<file path="config.mk">
export PLATFORM = sky130hd
export DESIGN_NAME = cvs_index
export DESIGN_NICKNAME = d
export VERILOG_FILES = /design/src/rtl/cvs_pkg.sv /design/src/rtl/cvs_floor_div.sv /design/src/rtl/cvs_index.sv
export SDC_FILE = /design/constraint.sdc
export NUM_CORES = 1
export LEC_CHECK = 0
export ABC_AREA = 1
export ABC_CLOCK_PERIOD_IN_PS = 13700
export BUFFER_PORTS_ARGS = -buffer_cell sky130_fd_sc_hd__buf_2
export CAP_MARGIN = 20
export CORE_MARGIN = 10
export CORE_UTILIZATION = 60
export CTS_CLUSTER_SIZE = 20
export DETAILED_ROUTE_END_ITERATION = 16
export GPL_ROUTABILITY_DRIVEN = 0
export PLACE_DENSITY = 0.8
export SYNTH_ARGS = -nofsm -noshare
export SYNTH_HDL_FRONTEND = slang
export SYNTH_SLANG_ARGS = --single-unit
</file>
<file path="constraint.sdc">
create_clock -name clk -period 13.7 [get_ports clk]
set_input_delay 2.055 -clock clk [delete_from_list [all_inputs] [get_ports clk]]
set_output_delay 2.055 -clock clk [all_outputs]
set_load 0.02 [all_outputs]
</file>
<file path="src/rtl/cvs_pkg.sv">
`default_nettype none
// ----------------------------------------------------------------------------
// cvs_pkg
// Shared types, codes and constants for the chunked voxel store.
// ----------------------------------------------------------------------------
package cvs_pkg;

  // Default geometry
  localparam int unsigned CHUNK_SIZE_X_DEF = 16;
  localparam int unsigned CHUNK_SIZE_Y_DEF = 16;
  localparam int unsigned CHUNK_SIZE_Z_DEF = 16;
  localparam int unsigned MAX_CHUNKS_DEF   = 64;
  localparam int unsigned BLOCK_BITS_DEF   = 8;

  // Fixed field widths
  localparam int unsigned COORD_W    = 16;  // world voxel coordinate
  localparam int unsigned DIM_W      = 7;   // grid dimension register
  localparam int unsigned ORIGIN_W   = 12;  // grid origin register
  localparam int unsigned ID_W       = 8;   // block id on the ports
  localparam int unsigned CFG_IDX_W  = 3;
  localparam int unsigned CFG_DATA_W = 12;
  localparam int unsigned REL_W      = 18;  // chunk coordinate minus origin
  localparam int unsigned LOCAL_W    = 7;   // chunk coordinate inside the grid
  localparam int unsigned GRID_T_W   = 14;  // z + dimz*y
  localparam int unsigned SLOT_FULL_W = 21; // x + dimx*(z + dimz*y)

  // Cycles from item registers to a valid voxel address
  localparam int unsigned IDX_LAT = 7;

  // Configuration register indexes
  typedef enum logic [CFG_IDX_W-1:0] {
    CFG_GRID_X   = 3'd0,
    CFG_GRID_Y   = 3'd1,
    CFG_GRID_Z   = 3'd2,
    CFG_ORIGIN_X = 3'd3,
    CFG_ORIGIN_Y = 3'd4,
    CFG_ORIGIN_Z = 3'd5
  } cfg_reg_t;

  // Grid configuration as seen by the address path
  typedef struct packed {
    logic        [DIM_W-1:0]    grid_x;
    logic        [DIM_W-1:0]    grid_y;
    logic        [DIM_W-1:0]    grid_z;
    logic signed [ORIGIN_W-1:0] origin_x;
    logic signed [ORIGIN_W-1:0] origin_y;
    logic signed [ORIGIN_W-1:0] origin_z;
  } cvs_cfg_t;

  // Top level sequencer
  typedef enum logic [2:0] {
    ST_CLEAR,
    ST_IDLE,
    ST_CALC,
    ST_READ,
    ST_UPDATE
  } cvs_state_t;

  // Bits needed to index n entries (at least one)
  function automatic int unsigned bits_for(longint unsigned n);
    return (n > 1) ? $clog2(n) : 1;
  endfunction

  function automatic longint unsigned voxels_per_chunk(int unsigned sx, int unsigned sy,
                                                       int unsigned sz);
    return longint'(sx) * longint'(sy) * longint'(sz);
  endfunction

endpackage
`default_nettype wire

</file>
<file path="src/rtl/cvs_floor_div.sv">
`default_nettype none
// ----------------------------------------------------------------------------
// cvs_floor_div
// Three-stage floor divide and floor modulo of a signed coordinate by a
// constant, via reciprocal multiply and a single correction step.
// ----------------------------------------------------------------------------
module cvs_floor_div
  import cvs_pkg::*;
#(
  parameter int unsigned DIVISOR = CHUNK_SIZE_X_DEF
) (
  input  wire logic                              clk,
  input  wire logic signed [COORD_W-1:0]         a,
  output      logic signed [COORD_W-1:0]         q,
  output      logic [bits_for(DIVISOR)-1:0]      rem
);

  localparam int unsigned     MAG_W    = COORD_W - 1;
  localparam int unsigned     RECIP_SH = COORD_W;
  localparam int unsigned     RECIP_W  = RECIP_SH + 1;
  localparam longint unsigned RECIP    = (64'd1 << RECIP_SH) / DIVISOR;
  localparam int unsigned     PROD_W   = MAG_W + RECIP_W;
  localparam int unsigned     REM_W    = bits_for(DIVISOR);

  // Stage 1: fold negatives onto -a-1, multiply by reciprocal
  logic              neg1_r, neg1_nxt;
  logic [MAG_W-1:0]  mag1_r, mag1_nxt;
  logic [PROD_W-1:0] prod1_r, prod1_nxt;

  always_comb begin
    neg1_nxt  = a[COORD_W-1];
    mag1_nxt  = a[COORD_W-1] ? ~a[MAG_W-1:0] : a[MAG_W-1:0];
    prod1_nxt = PROD_W'(mag1_nxt) * PROD_W'(RECIP);
  end

  always_ff @(posedge clk) begin
    neg1_r  <= neg1_nxt;
    mag1_r  <= mag1_nxt;
    prod1_r <= prod1_nxt;
  end

  // Stage 2: quotient estimate (exact or one low) and its back product
  logic             neg2_r;
  logic [MAG_W-1:0] mag2_r;
  logic [MAG_W-1:0] qe2_r, qe2_nxt;
  logic [MAG_W-1:0] qc2_r, qc2_nxt;

  always_comb begin
    qe2_nxt = prod1_r[RECIP_SH +: MAG_W];
    qc2_nxt = qe2_nxt * MAG_W'(DIVISOR);
  end

  always_ff @(posedge clk) begin
    neg2_r <= neg1_r;
    mag2_r <= mag1_r;
    qe2_r  <= qe2_nxt;
    qc2_r  <= qc2_nxt;
  end

  // Stage 3: correct, then unfold the sign
  logic [MAG_W-1:0]          diff;
  logic                      fix;
  logic [MAG_W-1:0]          qm;
  logic [MAG_W-1:0]          rm;
  logic signed [COORD_W-1:0] q_nxt;
  logic [REM_W-1:0]          rem_nxt;

  always_comb begin
    diff    = mag2_r - qc2_r;
    fix     = (diff >= MAG_W'(DIVISOR));
    qm      = fix ? (qe2_r + MAG_W'(1)) : qe2_r;
    rm      = fix ? (diff - MAG_W'(DIVISOR)) : diff;
    q_nxt   = neg2_r ? ~{1'b0, qm} : {1'b0, qm};
    rem_nxt = neg2_r ? (REM_W'(DIVISOR - 1) - rm[REM_W-1:0]) : rm[REM_W-1:0];
  end

  always_ff @(posedge clk) begin
    q   <= q_nxt;
    rem <= rem_nxt;
  end

endmodule
`default_nettype wire

</file>
<file path="src/rtl/cvs_index.sv">
`default_nettype none
// ----------------------------------------------------------------------------
// cvs_index
// Address path: world coordinate to chunk coordinate, grid bounds check,
// chunk slot and voxel address.
// ----------------------------------------------------------------------------
module cvs_index
  import cvs_pkg::*;
#(
  parameter int unsigned CHUNK_SIZE_X = CHUNK_SIZE_X_DEF,
  parameter int unsigned CHUNK_SIZE_Y = CHUNK_SIZE_Y_DEF,
  parameter int unsigned CHUNK_SIZE_Z = CHUNK_SIZE_Z_DEF,
  parameter int unsigned MAX_CHUNKS   = MAX_CHUNKS_DEF
) (
  input  wire logic                      clk,
  input  wire cvs_cfg_t                  cfg,
  input  wire logic signed [COORD_W-1:0] world_x,
  input  wire logic signed [COORD_W-1:0] world_y,
  input  wire logic signed [COORD_W-1:0] world_z,
  output      logic [bits_for(longint'(MAX_CHUNKS) *
                     voxels_per_chunk(CHUNK_SIZE_X, CHUNK_SIZE_Y, CHUNK_SIZE_Z))-1:0] addr,
  output      logic                      in_grid
);

  localparam longint unsigned VPC    = voxels_per_chunk(CHUNK_SIZE_X, CHUNK_SIZE_Y,
                                                        CHUNK_SIZE_Z);
  localparam int unsigned     ADDR_W = bits_for(longint'(MAX_CHUNKS) * VPC);
  localparam int unsigned     LOC_W  = bits_for(VPC);
  localparam int unsigned     SLOT_W = bits_for(MAX_CHUNKS);
  localparam int unsigned     VX_W   = bits_for(CHUNK_SIZE_X);
  localparam int unsigned     VY_W   = bits_for(CHUNK_SIZE_Y);
  localparam int unsigned     VZ_W   = bits_for(CHUNK_SIZE_Z);

  // Floor divide on each axis (stages 1 to 3)
  logic signed [COORD_W-1:0] cx, cy, cz;
  logic [VX_W-1:0]           vx;
  logic [VY_W-1:0]           vy;
  logic [VZ_W-1:0]           vz;

  cvs_floor_div #(.DIVISOR(CHUNK_SIZE_X)) u_div_x (.clk(clk), .a(world_x), .q(cx), .rem(vx));
  cvs_floor_div #(.DIVISOR(CHUNK_SIZE_Y)) u_div_y (.clk(clk), .a(world_y), .q(cy), .rem(vy));
  cvs_floor_div #(.DIVISOR(CHUNK_SIZE_Z)) u_div_z (.clk(clk), .a(world_z), .q(cz), .rem(vz));

  // A zero dimension counts as one chunk
  logic [DIM_W-1:0] dim_x, dim_y, dim_z;

  always_comb begin
    dim_x = (cfg.grid_x == '0) ? DIM_W'(1) : cfg.grid_x;
    dim_y = (cfg.grid_y == '0) ? DIM_W'(1) : cfg.grid_y;
    dim_z = (cfg.grid_z == '0) ? DIM_W'(1) : cfg.grid_z;
  end

  // Stage 4: relative chunk coordinate and bounds, in-chunk z/y part
  logic signed [REL_W-1:0] rel_x, rel_y, rel_z;
  logic                    in_x, in_y, in_z;
  logic [LOCAL_W-1:0]      lx4_r, ly4_r, lz4_r;
  logic                    ok4_r, ok4_nxt;
  logic [LOC_W-1:0]        zy4_r, zy4_nxt;
  logic [VX_W-1:0]         vx4_r;

  always_comb begin
    rel_x   = REL_W'(cx) - REL_W'(cfg.origin_x);
    rel_y   = REL_W'(cy) - REL_W'(cfg.origin_y);
    rel_z   = REL_W'(cz) - REL_W'(cfg.origin_z);
    in_x    = !rel_x[REL_W-1] && (rel_x[REL_W-2:0] < (REL_W-1)'(dim_x));
    in_y    = !rel_y[REL_W-1] && (rel_y[REL_W-2:0] < (REL_W-1)'(dim_y));
    in_z    = !rel_z[REL_W-1] && (rel_z[REL_W-2:0] < (REL_W-1)'(dim_z));
    ok4_nxt = in_x && in_y && in_z;
    zy4_nxt = LOC_W'(vz) + LOC_W'(CHUNK_SIZE_Z) * LOC_W'(vy);
  end

  always_ff @(posedge clk) begin
    lx4_r <= rel_x[LOCAL_W-1:0];
    ly4_r <= rel_y[LOCAL_W-1:0];
    lz4_r <= rel_z[LOCAL_W-1:0];
    ok4_r <= ok4_nxt;
    zy4_r <= zy4_nxt;
    vx4_r <= vx;
  end

  // Stage 5: z + dimz*y, and the voxel offset inside the chunk
  logic [GRID_T_W-1:0] t5_r, t5_nxt;
  logic [LOC_W-1:0]    loc5_r, loc5_nxt;
  logic [LOCAL_W-1:0]  lx5_r;
  logic                ok5_r;

  always_comb begin
    t5_nxt   = GRID_T_W'(lz4_r) + GRID_T_W'(dim_z) * GRID_T_W'(ly4_r);
    loc5_nxt = LOC_W'(vx4_r) + LOC_W'(CHUNK_SIZE_X) * zy4_r;
  end

  always_ff @(posedge clk) begin
    t5_r   <= t5_nxt;
    loc5_r <= loc5_nxt;
    lx5_r  <= lx4_r;
    ok5_r  <= ok4_r;
  end

  // Stage 6: chunk slot and its limit
  logic [SLOT_FULL_W-1:0] slot_full;
  logic [SLOT_W-1:0]      slot6_r;
  logic                   ok6_r, ok6_nxt;
  logic [LOC_W-1:0]       loc6_r;

  always_comb begin
    slot_full = SLOT_FULL_W'(lx5_r) + SLOT_FULL_W'(dim_x) * SLOT_FULL_W'(t5_r);
    ok6_nxt   = ok5_r && (slot_full < SLOT_FULL_W'(MAX_CHUNKS));
  end

  always_ff @(posedge clk) begin
    slot6_r <= slot_full[SLOT_W-1:0];
    ok6_r   <= ok6_nxt;
    loc6_r  <= loc5_r;
  end

  // Stage 7: voxel address
  logic [ADDR_W-1:0] addr_nxt;

  always_comb begin
    addr_nxt = ADDR_W'(slot6_r) * ADDR_W'(VPC) + ADDR_W'(loc6_r);
  end

  always_ff @(posedge clk) begin
    addr    <= addr_nxt;
    in_grid <= ok6_r;
  end

endmodule
`default_nettype wire

</file>
=== Yosys cells after proc, flatten, opt, wreduce, memory -nomap -nowiden ===
Cells that the tools add are included.
W data, S select, Z words.

* $add $sub $neg: 20
* Mux-type cells: 18
* Divide/modulo/power cells: 0
* Multipliers: 2
* Reduce and logical (&&, ||, !) cells: 12
* Bitwise gates (word level): 6
* Equal/unequal tests: 0
* Shifts and indexed selects: 0
* $lt $le $gt $ge: 7

{| class="wikitable"
|+ Operator list
! cell !! number
|-
| $mux W15 || 9
|-
| $lt A17 B7 Y1 || 3
|-
| $sub A16 B12 Y17 || 3
|-
| $not A15 Y16 || 3
|-
| $ge A15 B5 Y1 const B || 3
|-
| $not A15 Y15 || 3
|-
| $sub A15 B15 Y15 || 3
|-
| $add A11 B1 Y12 const B || 3
|-
| $mux W4 || 6
|-
| $add A7 B21 Y21 || 1
|-
| $logic_not A7 Y1 || 3
|-
| $lt A21 B7 Y1 const B || 1
|-
| $mul A7 B14 Y21 || 1
|-
| $mux W7 || 3
|-
| $add A18 B12 Y18 || 1
|-
| $add A7 B14 Y14 || 1
|-
| $mul A7 B7 Y14 || 1
|-
| $add A4 B12 Y12 || 1
|-
| $sub A4 B1 Y4 const B || 3
|-
| $sub A4 B4 Y4 const A || 3
|-
| $add A4 B8 Y8 || 1
|-
| $logic_and A1 B1 Y1 || 6
|-
| $logic_not A1 Y1 || 3
|}

* Bits in latches: 0
* Word-level logic and storage cells: 104
* Memories kept: 0
* Flip-flop bits (word level): 295
* Bits of input ports: 106
* Bits in writable memories: 0
* ROM bits: 0

=== Logic depth before layout (Yosys ltp) ===
* Word-level depth: 6
* Mapped depth: 27
* Depth with buffers taken out: 25

=== Cells and area by module ===
A second synthesis with hierarchy kept.

* Cell total of the unflattened synthesis: 2,224
* Area total of the unflattened synthesis: 16,226.8 µm²

{| class="wikitable"
|+ Modules (own cells, without submodules)
! module !! area an instance (µm²) !! sequential area each (µm²) !! cells an instance !! instances
|-
| cvs_index || 11,561.1 || 2,122.0 || 1,684 || 1
|-
| cvs_floor_div || 1,555.2 || 980.9 || 180 || 3
|}

=== Worst setup path after synthesis ===
OpenSTA, ideal clock, no wires.

* Kind: in2reg
* Start: input cfg[53] in the netlist's numbering
* End: register ok6_r
* Arrival time: 6.074 ns
* Slack: 7.562 ns
* Library setup time: 0.064 ns
* Stages: 21
* Data required time: 13.636 ns
* Path buffers: 2
* Cell sequence: clkbuf_1 clkbuf_1 nand2_1 fa_1 inv_1 fa_1 fa_1 inv_1 fa_1 inv_1 ha_1 nand2_1 inv_1 a21oi_1 nand2_1 nand3_1 nand2_1 a21oi_1 or2_0 nand3_1 nor2_1

* Cells in the longest elaborated chain, start to end: 6

{| class="wikitable"
|+ Ends and longest elaborated chain
! item !! RTL line !! RTL
|-
| from (decl) || cvs_index.sv:16 || <nowiki>input wire cvs_cfg_t cfg,</nowiki>
|-
| $logic_not A7 Y1 || cvs_index.sv:48 || <nowiki>dim_x = (cfg.grid_x == '0) ? DIM_W'(1) : cfg.grid_x;</nowiki>
|-
| $mux W7 * || cvs_index.sv:48 ||
|-
| $mul A7 B14 Y21 * || cvs_index.sv:106 || <nowiki>slot_full = SLOT_FULL_W'(lx5_r) + SLOT_FULL_W'(dim_x) * SLOT_FULL_W'(t5_r);</nowiki>
|-
| $add A7 B21 Y21 * || cvs_index.sv:106 ||
|-
| $lt A21 B7 Y1 * || cvs_index.sv:107 || <nowiki>ok6_nxt = ok5_r && (slot_full < SLOT_FULL_W'(MAX_CHUNKS));</nowiki>
|-
| $logic_and A1 B1 Y1 * || cvs_index.sv:107 ||
|-
| via ok6_nxt || cvs_index.sv:102 || <nowiki>logic ok6_r, ok6_nxt;</nowiki>
|-
| to (signal assigned) || cvs_index.sv:112 || <nowiki>ok6_r <= ok6_nxt;</nowiki>
|-
| to (decl) || cvs_index.sv:102 ||
|}

The timed path passes the listed nets; every way through them passes the cells marked *.
A chain may end at the register's enable or synchronous reset.

=== Worst setup path after layout ===
* Start: input cfg[56] in the netlist's numbering
* End: register ok6_r

Same word-level chain as after synthesis.

==> impl_metrics.yaml <==
detailed_routing:
  drt-vias-per-instance: 4.83
  wl_per_cell_um: 12.7
  drc: 0
  drt_iter0_markers: 659
  antenna_left: 0
  via_count: 10800
  detail_route.first_pass.iterations: 5
  drt-total-wl_um: 28300
clock_tree:
  htreeDepth: 1
  path_clk_slew_ns: 0.07
  clk_latency_ns: 0.52
  clock_path_buffers: 3
  cts_setup_buffers: 0
  hold_buffers: 0
  numCtsBuffers: 25
  cts_resized: 0
  root_buffer: "clkbuf_16"
  cts_tree: "yes"
  clock-sinks: 253
die:
  fp-row-count: 57
  io_pins: 125
  die_y_um: 176
  start_util_pct: 60.6
  die_w_um: 176
  core_sq_um: 24200
  die_area_sq_um: 31100
finish:
  area_growth_pct: 12.0
  layout-drive-gt1-share_pct: 10.4
  nets: 2237
  final_cell_area_sq_um: 16400
timing:
  maxSlewViolCount: 0
  rsz0062_at_grt: "false"
  min_period_ns: 5.74
  fin_setup_tns_ns: 0
  finalHoldViolCount: 0
  fin_crit_sh_pct: 41.9
  skew_ns: 0.0151
  slew_headroom_pct: 41.0
  fmax_mhz: 174
  setup_viol: 0
  worst_slack_ns: 7.96
  tightest_slew_ns: 0.884
critical_path:
  path_class: "in -> reg"
  critical-path-max-stage-delay_ns: 0.54
  path_delay_family: "adder cells"
  worstPathCellList: "buf_2 > nand2_1 > fa_1 > fa_1 > inv_1 > fa_1 > inv_1 > fa_1 > inv_1 > ha_1 > nand2_1 > nand2_1 > a21oi_2 > nand2_2 > nand2_1 > nand2_1 > nand2_1 > nand2_1 > nor2_1 > nand2_1 > nor2_1 > nand3_1 > nor2_1"
  required_ns: 14.17
  critPathBufInv: 4
  slowest_stage: "fa_1"
  arrival_ns: 6.21
  cpMostUsedCell: "nand2_1"
  critPathMaxFanout: 16
  cp-start-kind: "input port"
  cp-end-kind: "flip-flop"
synthesis:
  yosysTopAreaCell: "dfxtp_1"
  synth_most_common_cell: "inv_1"
  synth_edf_count: 0
  synth-async-reset-ratio_pct: 0
  ys_warn_count: 0
  synth_cell_types: 38
  synth_area_leaders: "dfxtp_1 35%, fa_1 14%, ha_1 12%"
  synth.avg_cell_area_sq_um: 8.26
  syn_nets: 2118
  synth_ff_type: "dfxtp_1"
  synth_seq_cells: 253
  syn_inst: 1773
  synth_commonest_cells: "411 x inv_1, 402 x nand2_1, 253 x dfxtp_1"
  seq_area_frac_synth_pct: 34.6
  yosysTopAreaCellShare_pct: 34.6
  syn_area_sq_um: 14600
placement:
  dp_hpwl_um: 22600
  dpl_worst_slack_ns: 7.47
  placed_cell_area_sq_um: 15500
  portBuffers: 124
global_route:
  grt.busiest_layer: "met2"
  grt_use_met2_pct: 34.1
  grt-ovfl-total: 0
  grt_util_all_layers_pct: 18.5
  grt_pass1_vias: 11100
  use_met3_pct: 3.23
  grt_max_degree: 18
  met1_usage_pct: 21.6
  antenna_found_initial: 1
  grt_pass1_wl_um: 48900
job:
  cap_violations: 0
run_status:
  status: "complete, no violations"
worst_hold_path:
  holdCritPathClass: "reg -> reg"
layer usage:
metal / vias up / wire length [um]
met3: 41 / 1340
met2: 258 / 14500
li1: 5510 / -
met5: - / 0
met4: 0 / 550
met1: 4982 / 11900
cells in the final DEF (no fill, tap or decap), types with 9 or more instances in the layout:
| cell type | instances |
|---|---|
| o21ai_0 | 11 |
| nand4_1 | 14 |
| dfxtp_1 | 253 |
| a21oi_1 | 53 |
| buf_2 | 124 |
| clkbuf_16 | 25 |
| nand3_1 | 64 |
| nand2_1 | 402 |
| nor2_1 | 108 |
| xnor2_1 | 9 |
| ha_1 | 139 |
| inv_1 | 411 |
| fa_1 | 100 |
| xor2_1 | 112 |
kinds of logic after synthesis:
| group | after synthesis | share of synthesized area, % |
|---|---|---|
| adder cells (fa/ha/maj) | 239 | 25.5 |
| AO/OA/AOI/OAI | 88 | 3.44 |
| buffers and inverters | 446 | 11.5 |
| AND/OR/NAND/NOR | 626 | 17.7 |
| XOR/XNOR | 121 | 7.24 |
| flip-flops | 253 | 34.6 |
path summary, 6_finish.rpt:
path | depth (start not counted) | slack, ns | startpoint | end
worst max register to register | 19 | 9.30 | t5_r[4] | ok6_r
worst max-delay path | 23 | 7.96 | cfg[56] | ok6_r
worst min-delay path | 0 | 0.32 | u_div_y.rem[0] | zy4_r[4]
worst min register to register | 0 | 0.32 | u_div_y.rem[0] | zy4_r[4]
metrics by stage:
step	std cells	hold slack, ns	utilization (%)
after global routing	2235	0.327	67.9
after CTS	2235	0.323	67.9
after floorplan	1773	0.310	-
after detailed placement	2189	0.312	64.3
final	2236	0.323	67.9
after global placement	2189	0.310	64.3
final cells by class:
class | count | area (sq um)
sequential | 253 | 5060
inverter | 414 | 1550
clock buffer | 32 | 702
multi-input combinational | 1074 | 7900
fill | 1901 | 7770
timing repair buffer | 124 | 621
tap | 324 | 405
antenna | 1 | 2.50
clock inverter | 14 | 159
sequential cells by signal, summed over array words and instances, names as in the netlist, 8 cells and up:
register / flops
t5_r: 14
zy4_r: 8
loc6_r: 12
loc5_r: 12
u_div_x.mag1_r: 15
u_div_x.q: 13
u_div_z.q: 13
u_div_z.prod1_r: 15
u_div_z.mag2_r: 14
addr: 18
u_div_y.q: 13
u_div_y.mag2_r: 14
u_div_x.mag2_r: 14
u_div_y.mag1_r: 15
Power is not shown: default switching activity piles up to over one toggle a cycle in this logic, so the estimate is an artifact.
